## src/sv/dbrp_pkg.sv

```systemverilog
// shared types and constants of the depth bilinear remap pixel block
`timescale 1ns / 1ps
package dbrp_pkg;

  // field widths
  localparam int DEPTH_BITS       = 16;
  localparam int WEIGHT_FRAC_BITS = 16;
  localparam int WEIGHT_BITS      = WEIGHT_FRAC_BITS + 1;
  localparam int RATIO_BITS       = 16;
  localparam int MODE_BITS        = 2;
  localparam int NUM_TAPS         = 4;

  // configuration port
  localparam int APB_DATA_BITS = 32;
  localparam int APB_ADDR_BITS = 3;

  // derived arithmetic widths
  localparam int PROD_BITS   = DEPTH_BITS + WEIGHT_BITS;
  localparam int SUM_BITS    = PROD_BITS + 2;
  localparam int SHIFT_BITS  = SUM_BITS - WEIGHT_FRAC_BITS;
  localparam int SPREAD_BITS = DEPTH_BITS + RATIO_BITS;

  // register indexes
  localparam logic REG_INTERP_MODE = 1'b0;
  localparam logic REG_SKIP_RATIO  = 1'b1;

  // interpolation modes
  localparam logic [MODE_BITS-1:0] MODE_NEAREST  = 2'd0;
  localparam logic [MODE_BITS-1:0] MODE_BILINEAR = 2'd1;
  localparam logic [MODE_BITS-1:0] MODE_DEPTH    = 2'd2;

  // reset values
  localparam logic [MODE_BITS-1:0]  INTERP_MODE_RESET = MODE_DEPTH;
  localparam logic [RATIO_BITS-1:0] SKIP_RATIO_RESET  = 16'd3076;

  typedef struct packed {
    logic [MODE_BITS-1:0]  interp_mode;
    logic [RATIO_BITS-1:0] skip_ratio;
  } cfg_t;

  typedef struct packed {
    logic                                   entry_valid;
    logic [NUM_TAPS-1:0][DEPTH_BITS-1:0]    depth;
    logic [NUM_TAPS-1:0][WEIGHT_BITS-1:0]   weight;
  } pixel_t;

  typedef struct packed {
    logic [DEPTH_BITS-1:0] depth;
    logic                  filled;
  } result_t;

endpackage

```

## src/sv/depth_bilinear_remap_pixel.sv

```systemverilog
// top level of the depth bilinear remap pixel block
//
// Usage:
//   Configuration goes through the apb port: register 0 at address 0 holds the
//   interpolation mode (0 nearest, 1 bilinear, 2 or 3 bilinear with depth
//   invalidation), register 1 at address 4 the skip ratio in q0.16. Write only
//   while no pixel is in flight.
//   A word is accepted on each rising edge with start high and busy low. busy
//   stays low, so a new word can enter every cycle: one pixel per clock.
//   Each word carries the entry valid mark, four neighbor depths and four
//   q1.16 weights; it is captured in an input register, and the result is
//   registered behind it in the result register, so result_valid pulses for
//   one cycle, with depth_out and was_filled beside it. The delay is set by the
//   input and result registers around the single multiply-add pass.
//   Results come out in order and must be taken in the cycle they appear;
//   the receiver has no way to stall.
//   Reset clears the pipeline valid flags and returns mode 2 with ratio 3076.
`timescale 1ns / 1ps
module depth_bilinear_remap_pixel (
  input  logic                                      clk,
  input  logic                                      rst,
  input  logic                                      psel,
  input  logic                                      penable,
  input  logic                                      pwrite,
  input  logic [dbrp_pkg::APB_ADDR_BITS-1:0]        paddr,
  input  logic [dbrp_pkg::APB_DATA_BITS-1:0]        pwdata,
  output logic [dbrp_pkg::APB_DATA_BITS-1:0]        prdata,
  output logic                                      pready,
  input  logic                                      start,
  output logic                                      busy,
  input  logic                                      entry_valid,
  input  logic [dbrp_pkg::DEPTH_BITS-1:0]           depth_upper_left,
  input  logic [dbrp_pkg::DEPTH_BITS-1:0]           depth_upper_right,
  input  logic [dbrp_pkg::DEPTH_BITS-1:0]           depth_lower_left,
  input  logic [dbrp_pkg::DEPTH_BITS-1:0]           depth_lower_right,
  input  logic [dbrp_pkg::WEIGHT_BITS-1:0]          weight_upper_left,
  input  logic [dbrp_pkg::WEIGHT_BITS-1:0]          weight_upper_right,
  input  logic [dbrp_pkg::WEIGHT_BITS-1:0]          weight_lower_left,
  input  logic [dbrp_pkg::WEIGHT_BITS-1:0]          weight_lower_right,
  output logic                                      result_valid,
  output logic [dbrp_pkg::DEPTH_BITS-1:0]           depth_out,
  output logic                                      was_filled
);
  import dbrp_pkg::*;

  cfg_t    cfg;
  pixel_t  pix;
  pixel_t  pix_next;
  logic    pix_valid;
  logic    accept;
  result_t calc_res;
  result_t res;

  assign busy   = 1'b0;
  assign accept = start && !busy;

  // configuration registers
  dbrp_cfg u_cfg (
    .clk     (clk),
    .rst     (rst),
    .psel    (psel),
    .penable (penable),
    .pwrite  (pwrite),
    .paddr   (paddr),
    .pwdata  (pwdata),
    .prdata  (prdata),
    .pready  (pready),
    .cfg     (cfg)
  );

  // input word packing
  always_comb begin
    pix_next.entry_valid = entry_valid;
    pix_next.depth[0]    = depth_upper_left;
    pix_next.depth[1]    = depth_upper_right;
    pix_next.depth[2]    = depth_lower_left;
    pix_next.depth[3]    = depth_lower_right;
    pix_next.weight[0]   = weight_upper_left;
    pix_next.weight[1]   = weight_upper_right;
    pix_next.weight[2]   = weight_lower_left;
    pix_next.weight[3]   = weight_lower_right;
  end

  // input register
  always_ff @(posedge clk) begin
    if (rst) begin
      pix_valid <= 1'b0;
    end else begin
      pix_valid <= accept;
    end
  end

  always_ff @(posedge clk) begin
    if (accept) begin
      pix <= pix_next;
    end
  end

  // pixel datapath
  dbrp_calc u_calc (
    .pix (pix),
    .cfg (cfg),
    .res (calc_res)
  );

  // result register
  always_ff @(posedge clk) begin
    if (rst) begin
      result_valid <= 1'b0;
    end else begin
      result_valid <= pix_valid;
    end
  end

  always_ff @(posedge clk) begin
    if (pix_valid) begin
      res <= calc_res;
    end
  end

  assign depth_out  = res.depth;
  assign was_filled = res.filled;

  // every accepted word yields a result strobe
  assert property (@(posedge clk) disable iff (rst) accept |=> ##1 result_valid)
    else $error("accepted word produced no result strobe");

  // no strobe without an item in the input register the cycle before
  assert property (@(posedge clk) disable iff (rst) result_valid |-> $past(pix_valid))
    else $error("result strobe without a word in flight");

  // an unfilled pixel always reads as zero depth
  assert property (@(posedge clk) disable iff (rst)
    (result_valid && !was_filled) |-> (depth_out == '0))
    else $error("unfilled pixel carries nonzero depth");

  // a valid entry in nearest mode is always filled with the upper left sample
  assert property (@(posedge clk) disable iff (rst)
    (pix_valid && pix.entry_valid && cfg.interp_mode == MODE_NEAREST) |=>
      (result_valid && was_filled && depth_out == $past(pix.depth[0])))
    else $error("nearest mode result mismatch");

endmodule

```

## src/sv/dbrp_cfg.sv

```systemverilog
// apb register file holding the interpolation mode and skip ratio
`timescale 1ns / 1ps
module dbrp_cfg (
  input  logic                                 clk,
  input  logic                                 rst,
  input  logic                                 psel,
  input  logic                                 penable,
  input  logic                                 pwrite,
  input  logic [dbrp_pkg::APB_ADDR_BITS-1:0]   paddr,
  input  logic [dbrp_pkg::APB_DATA_BITS-1:0]   pwdata,
  output logic [dbrp_pkg::APB_DATA_BITS-1:0]   prdata,
  output logic                                 pready,
  output dbrp_pkg::cfg_t                       cfg
);
  import dbrp_pkg::*;

  logic wr_en;
  logic reg_sel;

  assign pready  = 1'b1;
  assign wr_en   = psel && penable && pwrite && pready;
  assign reg_sel = paddr[2];

  // register writes
  always_ff @(posedge clk) begin
    if (rst) begin
      cfg.interp_mode <= INTERP_MODE_RESET;
      cfg.skip_ratio  <= SKIP_RATIO_RESET;
    end else if (wr_en) begin
      case (reg_sel)
        REG_INTERP_MODE: cfg.interp_mode <= pwdata[MODE_BITS-1:0];
        REG_SKIP_RATIO:  cfg.skip_ratio  <= pwdata[RATIO_BITS-1:0];
        default: ;
      endcase
    end
  end

  // register reads
  always_comb begin
    case (reg_sel)
      REG_INTERP_MODE: prdata = APB_DATA_BITS'(cfg.interp_mode);
      REG_SKIP_RATIO:  prdata = APB_DATA_BITS'(cfg.skip_ratio);
      default:         prdata = '0;
    endcase
  end

endmodule

```

## src/sv/dbrp_calc.sv

```systemverilog
// combinational pixel datapath: nearest, bilinear and depth-aware bilinear
`timescale 1ns / 1ps
module dbrp_calc (
  input  dbrp_pkg::pixel_t  pix,
  input  dbrp_pkg::cfg_t    cfg,
  output dbrp_pkg::result_t res
);
  import dbrp_pkg::*;

  localparam logic [SUM_BITS-1:0]   ROUND_HALF = SUM_BITS'(1) << (WEIGHT_FRAC_BITS - 1);
  localparam logic [SHIFT_BITS-1:0] SAT_LIMIT  = SHIFT_BITS'((1 << DEPTH_BITS) - 1);

  logic [NUM_TAPS-1:0][PROD_BITS-1:0] prod;
  logic [SUM_BITS-1:0]                sum;
  logic [SHIFT_BITS-1:0]              scaled;
  logic [DEPTH_BITS-1:0]              interp;
  logic [DEPTH_BITS-1:0]              lo;
  logic [DEPTH_BITS-1:0]              hi;
  logic                               any_zero;
  logic [SPREAD_BITS-1:0]             spread_lhs;
  logic [SPREAD_BITS-1:0]             spread_rhs;
  logic                               skip;

  // weighted sum with half-up rounding and saturation
  always_comb begin
    sum = '0;
    for (int k = 0; k < NUM_TAPS; k++) begin
      prod[k] = PROD_BITS'(pix.depth[k]) * PROD_BITS'(pix.weight[k]);
      sum     = sum + SUM_BITS'(prod[k]);
    end
    scaled = SHIFT_BITS'((sum + ROUND_HALF) >> WEIGHT_FRAC_BITS);
    interp = (scaled > SAT_LIMIT) ? SAT_LIMIT[DEPTH_BITS-1:0] : scaled[DEPTH_BITS-1:0];
  end

  // min, max and zero detect over the four neighbors
  always_comb begin
    lo       = pix.depth[0];
    hi       = pix.depth[0];
    any_zero = (pix.depth[0] == '0);
    for (int k = 1; k < NUM_TAPS; k++) begin
      if (pix.depth[k] < lo) lo = pix.depth[k];
      if (pix.depth[k] > hi) hi = pix.depth[k];
      if (pix.depth[k] == '0) any_zero = 1'b1;
    end
  end

  // discontinuity test: spread scaled to q16 against ratio times minimum
  assign spread_lhs = SPREAD_BITS'(hi - lo) << RATIO_BITS;
  assign spread_rhs = SPREAD_BITS'(cfg.skip_ratio) * SPREAD_BITS'(lo);
  assign skip       = any_zero || (spread_lhs > spread_rhs);

  // mode select
  always_comb begin
    res.depth  = '0;
    res.filled = 1'b0;
    if (pix.entry_valid) begin
      if (cfg.interp_mode == MODE_NEAREST) begin
        res.depth  = pix.depth[0];
        res.filled = 1'b1;
      end else if (cfg.interp_mode == MODE_BILINEAR) begin
        res.depth  = interp;
        res.filled = 1'b1;
      end else if (!skip) begin
        res.depth  = interp;
        res.filled = 1'b1;
      end
    end
  end

endmodule
```

## config.mk

```make
export PLATFORM = sky130hd
export DESIGN_NAME = depth_bilinear_remap_pixel
export DESIGN_NICKNAME = d
export VERILOG_FILES = /design/src/sv/dbrp_pkg.sv /design/src/sv/depth_bilinear_remap_pixel.sv /design/src/sv/dbrp_cfg.sv /design/src/sv/dbrp_calc.sv
export SDC_FILE = /design/constraint.sdc
export NUM_CORES = 2
export LEC_CHECK = 0
export ABC_CLOCK_PERIOD_IN_PS = 21400
export CAP_MARGIN = 30
export CORE_ASPECT_RATIO = 0.75
export CORE_UTILIZATION = 45
export CTS_CLUSTER_SIZE = 28
export DETAILED_ROUTE_END_ITERATION = 6
export DONT_BUFFER_PORTS = 1
export HOLD_SLACK_MARGIN = 0.15
export MAX_ROUTING_LAYER = met4
export SLEW_MARGIN = 20
export SYNTH_ARGS = -nofsm -noshare
export SYNTH_HDL_FRONTEND = slang
export SYNTH_SLANG_ARGS = --single-unit
```

## constraint.sdc

```tcl
create_clock -name clk -period 21.4 [get_ports clk]
set_input_delay 3.21 -clock clk [delete_from_list [all_inputs] [get_ports clk]]
set_output_delay 3.21 -clock clk [all_outputs]
set_load 0.01 [all_outputs]
```

# Word-level counts from Yosys, hierarchy flattened
# Cells that the tools add are included.
# totals
output_inout_bits	52
inputBits	174
register_bits	170
# op_classes
n_mux	14
n_reduce_logical	10
order_cmp	8
n_bitwise	1
eq_ne	1
mul	5
addsub	5
# ops
cell	n
16-bit by 17-bit multiplier with 33-bit output	4
16-bit 2-to-1 mux	7
35-bit by 33-bit adder with 35-bit output	2
16-bit logical NOT	4
32-bit case mux with 2 select lines	1
17-bit 2-to-1 mux	3
16-bit > comparator	3
16-bit less-than comparator	3
35-bit by 16-bit adder with 35-bit output (second input constant)	1
33-bit by 33-bit adder with 34-bit output	1
32-bit > comparator	1
16-bit by 16-bit multiplier with 32-bit output	1
19-bit by 16-bit > comparator with 1-bit output (second input constant)	1
16-bit subtractor	1
2-bit AND reduction	2
1-bit 2-to-1 mux	3
2-bit by 1-bit == test with 1-bit output (second input constant)	1
1-bit logical AND	2
2-bit logical NOT	1
1-bit logical OR	1
1-bit NOT	1

# Depth between registers and ports, before layout
# depth
depth_word	12
ltp_mapped	70
mapped_depth_nobuf	64

# By module
# A second synthesis with hierarchy kept.
# unflattened
hier_cells	5692
hier_area_um2	54267.0
# by_module_without_submodules
module	cells_each	seq_area_each_um2	area_each_um2	instances
dbrp_calc	5422	0.0	48645.4	1
depth_bilinear_remap_pixel	156	4544.4	4568.1	1
dbrp_cfg	114	360.3	1053.5	1

# Worst setup path after synthesis
# OpenSTA, ideal clock, no wires.
# synth_timing
path_type	register to register
start	register pix[83] (netlist name)
end	register res, in the netlist depth_out[9], data pin
n_path_buf	7
slack_ps	7329
arrival_ps	13925
stages_incl_launch_ff	67
path_cell_list	edfxtp_1 -> clkbuf_1 -> clkbuf_1 -> inv_1 -> ha_1 -> nand4_1 -> or2_1 -> a311o_1 -> nand3_1 -> buf_2 -> mux2i_1 -> ha_1 -> a21o_1 -> a21o_1 -> a221o_1 -> a21oi_1 -> o31a_1 -> nand2_2 -> [31 not listed] -> o211ai_1 -> a311oi_1 -> o31ai_1 -> a21oi_1 -> xnor2_1 -> ha_1 -> nand4_1 -> nor2_1 -> o21ai_0 -> nor4_1 -> nand3_1 -> nor4_1 -> o2111a_1 -> o2111ai_1 -> a311o_1 -> o2bb2ai_2 -> buf_6 -> o21ai_1
# synth_between
elab_chain_len	12
word_cells_on_any_way	30
# synth_lines
element	line_no	rtl
parallel branches: the longest is 10 deep, another holds 35-bit by 33-bit adder with 35-bit output	--	
17-bit 2-to-1 mux *	dbrp_calc.sv:60	end else if (cfg.interp_mode == MODE_BILINEAR) begin
17-bit 2-to-1 mux *	dbrp_calc.sv:57	if (cfg.interp_mode == MODE_NEAREST) begin
to (signal assigned)	depth_bilinear_remap_pixel.sv:117	res <= calc_res;
to (decl)	depth_bilinear_remap_pixel.sv:52	result_t res;
# Mark *: on every way between the ends.
# A chain may end at the register's enable or synchronous reset.

# Final worst setup path
# layout_timing
start	register pix[81] (netlist name)
end	register res, in the netlist depth_out[4], data pin
# layout_between
elab_chain_len	12
word_cells_on_any_way	30
# layout_lines
element	line_no
parallel branches: the longest is 10 deep, another holds 35-bit by 33-bit adder with 35-bit output	--
17-bit 2-to-1 mux *	dbrp_calc.sv:60
17-bit 2-to-1 mux *	dbrp_calc.sv:57
# Marked as above.

==> qor.yml <==
clock.fmax_ghz: 0.0601
hold_class: "reg2reg"
start_kind: "flip-flop"
cts_resized: 0
crit_type: "reg2reg"
layout.nets: 7869
wl_per_cell_microns: 19.3
root_buffer: "clkbuf_16"
antenna_found_initial: 19
ys_seq_area_share_pct: 8.88
synth_ff_type: "edfxtp_1"
avgSynthCellArea_sq_um: 9.17
layout-drive-gt1-share_pct: 3.07
htreeDepth: 4
vias: 39200
tightest_slew_ns: 1.02
routed_wl_mm: 146
clkSlewWorstSetupHoldPaths_ns: 0.09
worst_path_max_delay_cell: "nand3_1"
syn_inst: 6025
synth_cell_type_count: 82
synth_edf_count: 150
pin_count: 226
dp.final_hpwl_mm: 120
die_h_microns: 305
drc: 0
async_flop_share_pct: 0
ant_nets: 0
min_period_over_period_pct: 77.8
initial_core_util_pct: 45.7
cts_tree: "built"
grt_pass1_vias: 41700
worstPathArrival_ns: 17.02
placementRows: 110
crit_buf_inv: 7
area_delta_synth_final_pct: 4.40
cap_viol_max_count: 0
ys_ff_latch: 170
min_period_ns: 16.65
detailedRoute.firstPassIterationCount: 5
synth_warnings: 0
finalClockSkew_ns: 0.0191
critPathCaptureType: "flip-flop"
clockBufferDepth: 2
worst_hold_slack_ns: 0.623
viasPerCell: 5.20
cp_max_fo: 26
tns_ns: 0
slowest_delay_ns: 0.67
insertion_delay_ns: 0.58
io_buffers: 0
coreArea_sq_mm: 0.121
status: "complete, no violations"
gp_congestion: 0.885
rsz0062_at_grt: "false"
dieWidth_microns: 407
maxSlewViolCount: 0
die-area_sq_mm: 0.124
drt_iter0_markers: 2624
hold_viol: 0
post-route-util_pct: 47.7
grt_overflow: 0
cts_buffers: 17
slew_headroom_pct: 31.1
crit_required_ns: 21.77
cts_sinks: 170
synth_area_sq_mm: 0.0552
cts_hold_buf: 0
track_usage_pct: 25.7
finalSetupViolations: 0
cpMostUsedCell: "fa_1"
grt_pass1_wl_mm: 237
postCtsSetupRepairBufs: 0
grt_max_degree: 135
crit_family: "compound AO/OA/AOI/OAI gates"
-- cell families (layout without fill, tap and decap cells) --
group | after synthesis | after routing | share of synthesized area, %
fa+ha+maj | 1806 | 1806 | 57.0
buf+inv | 1772 | 1633 | 12.2
simple gates | 1756 | 1756 | 15.0
compound gates | 379 | 379 | 4.42
flops | 170 | 170 | 8.88
xor+xnor | 87 | 87 | 1.38
mux | 53 | 53 | 1.07
other cells | 2 | 31 | 0.0136
-- synth_stat cells (35+ instances only) --
library cell  number  share of area (%)
inv_1           1499                 10
fa_1            1184                 43
nand2_1          968                6.6
ha_1             622                 14
and2_1           448                5.1
clkbuf_1         210                1.4
edfxtp_1         150                8.2
a21oi_1          126                1.1
nor2_1           101               0.69
o21ai_0           81               0.73
nor2b_1           63               0.71
xnor2_1           61               0.97
a21o_1            36               0.49
nor3_1            35               0.32
-- cell type report --
cell class / count / area (sq um)
fill: 11800 / 63200
multi-input combinational: 4099 / 43700
inverter: 1499 / 5630
sequential: 170 / 4900
tap: 1624 / 2030
timing repair buffer: 102 / 769
clock buffer: 17 / 425
clock inverter: 15 / 216
antenna: 13 / 32.5
-- metal layers --
layer	part of all wire [%]	GRT usage (%)	up-vias
met5	0	-	-
met1	45	36.1	20200
met3	7.3	4.21	173
met4	2.2	5.95	0
met2	46	39.0	1229
li1	-	-	17600
-- stage by stage --
stage | setup WS [ns] | cell area (sq um) | std cells
CTS | 4.79 | 57600 | 7525
finish | 4.75 | 57700 | 7539
floorplan | 7.33 | 55300 | 6041
detailed placement | 4.88 | 57000 | 7493
global placement | 5.09 | 57000 | 7492
global route | 3.44 | 57700 | 7536
-- final timing paths --
| kind | slack, ns | from | endpoint | cells past startpoint |
|---|---|---|---|---|
| setup reg to reg | 4.75 | pix[81] | depth_out[4] | 60 |
| hold / removal | 0.62 | u_cfg.cfg[16] | u_cfg.cfg[16] | 2 |
| hold reg to reg | 0.62 | u_cfg.cfg[16] | u_cfg.cfg[16] | 2 |
| setup / recovery | 4.75 | pix[81] | depth_out[4] | 60 |
-- cell usage in the layout (no fill, tap or decap), drive strengths merged, types with 10 or more instances in the layout --
cell | synthesis | final
nand4 | 27 | 27
a211oi | 10 | 10
dfxtp | 20 | 20
mux2 | 25 | 25
inv | 1499 | 1509
mux2i | 27 | 27
nor2 | 101 | 101
diode | 0 | 13
and2 | 448 | 448
buf | 63 | 102
clkbuf | 210 | 17
nand2b | 25 | 25
nor3 | 36 | 36
o21ai | 95 | 95
a21oi | 126 | 126
xnor2 | 61 | 61
nor4 | 21 | 21
edfxtp | 150 | 150
ha | 622 | 622
o21a | 15 | 15
nand2 | 969 | 969
fa | 1184 | 1184
nand3 | 22 | 22
conb | 2 | 18
o21bai | 14 | 14
and3 | 13 | 13
nor2b | 63 | 63
xor2 | 26 | 26
a21o | 36 | 36
-- tightest hold or removal path, cell delays in order (launching register included) --
cell and delay [ns]:
dfxtp_1 0.38, mux2i_1 0.15, nor2_1 0.05
-- sequential cells by signal, summed over array words and instances (netlist names) --
register      flops
depth_out        16
pix             133
pix_valid         1
result_valid      1
u_cfg.cfg        18
was_filled        1
Power is left out: the tool's default activity adds up to more than one toggle a clock period on the data nets, which glitch-free logic cannot reach.
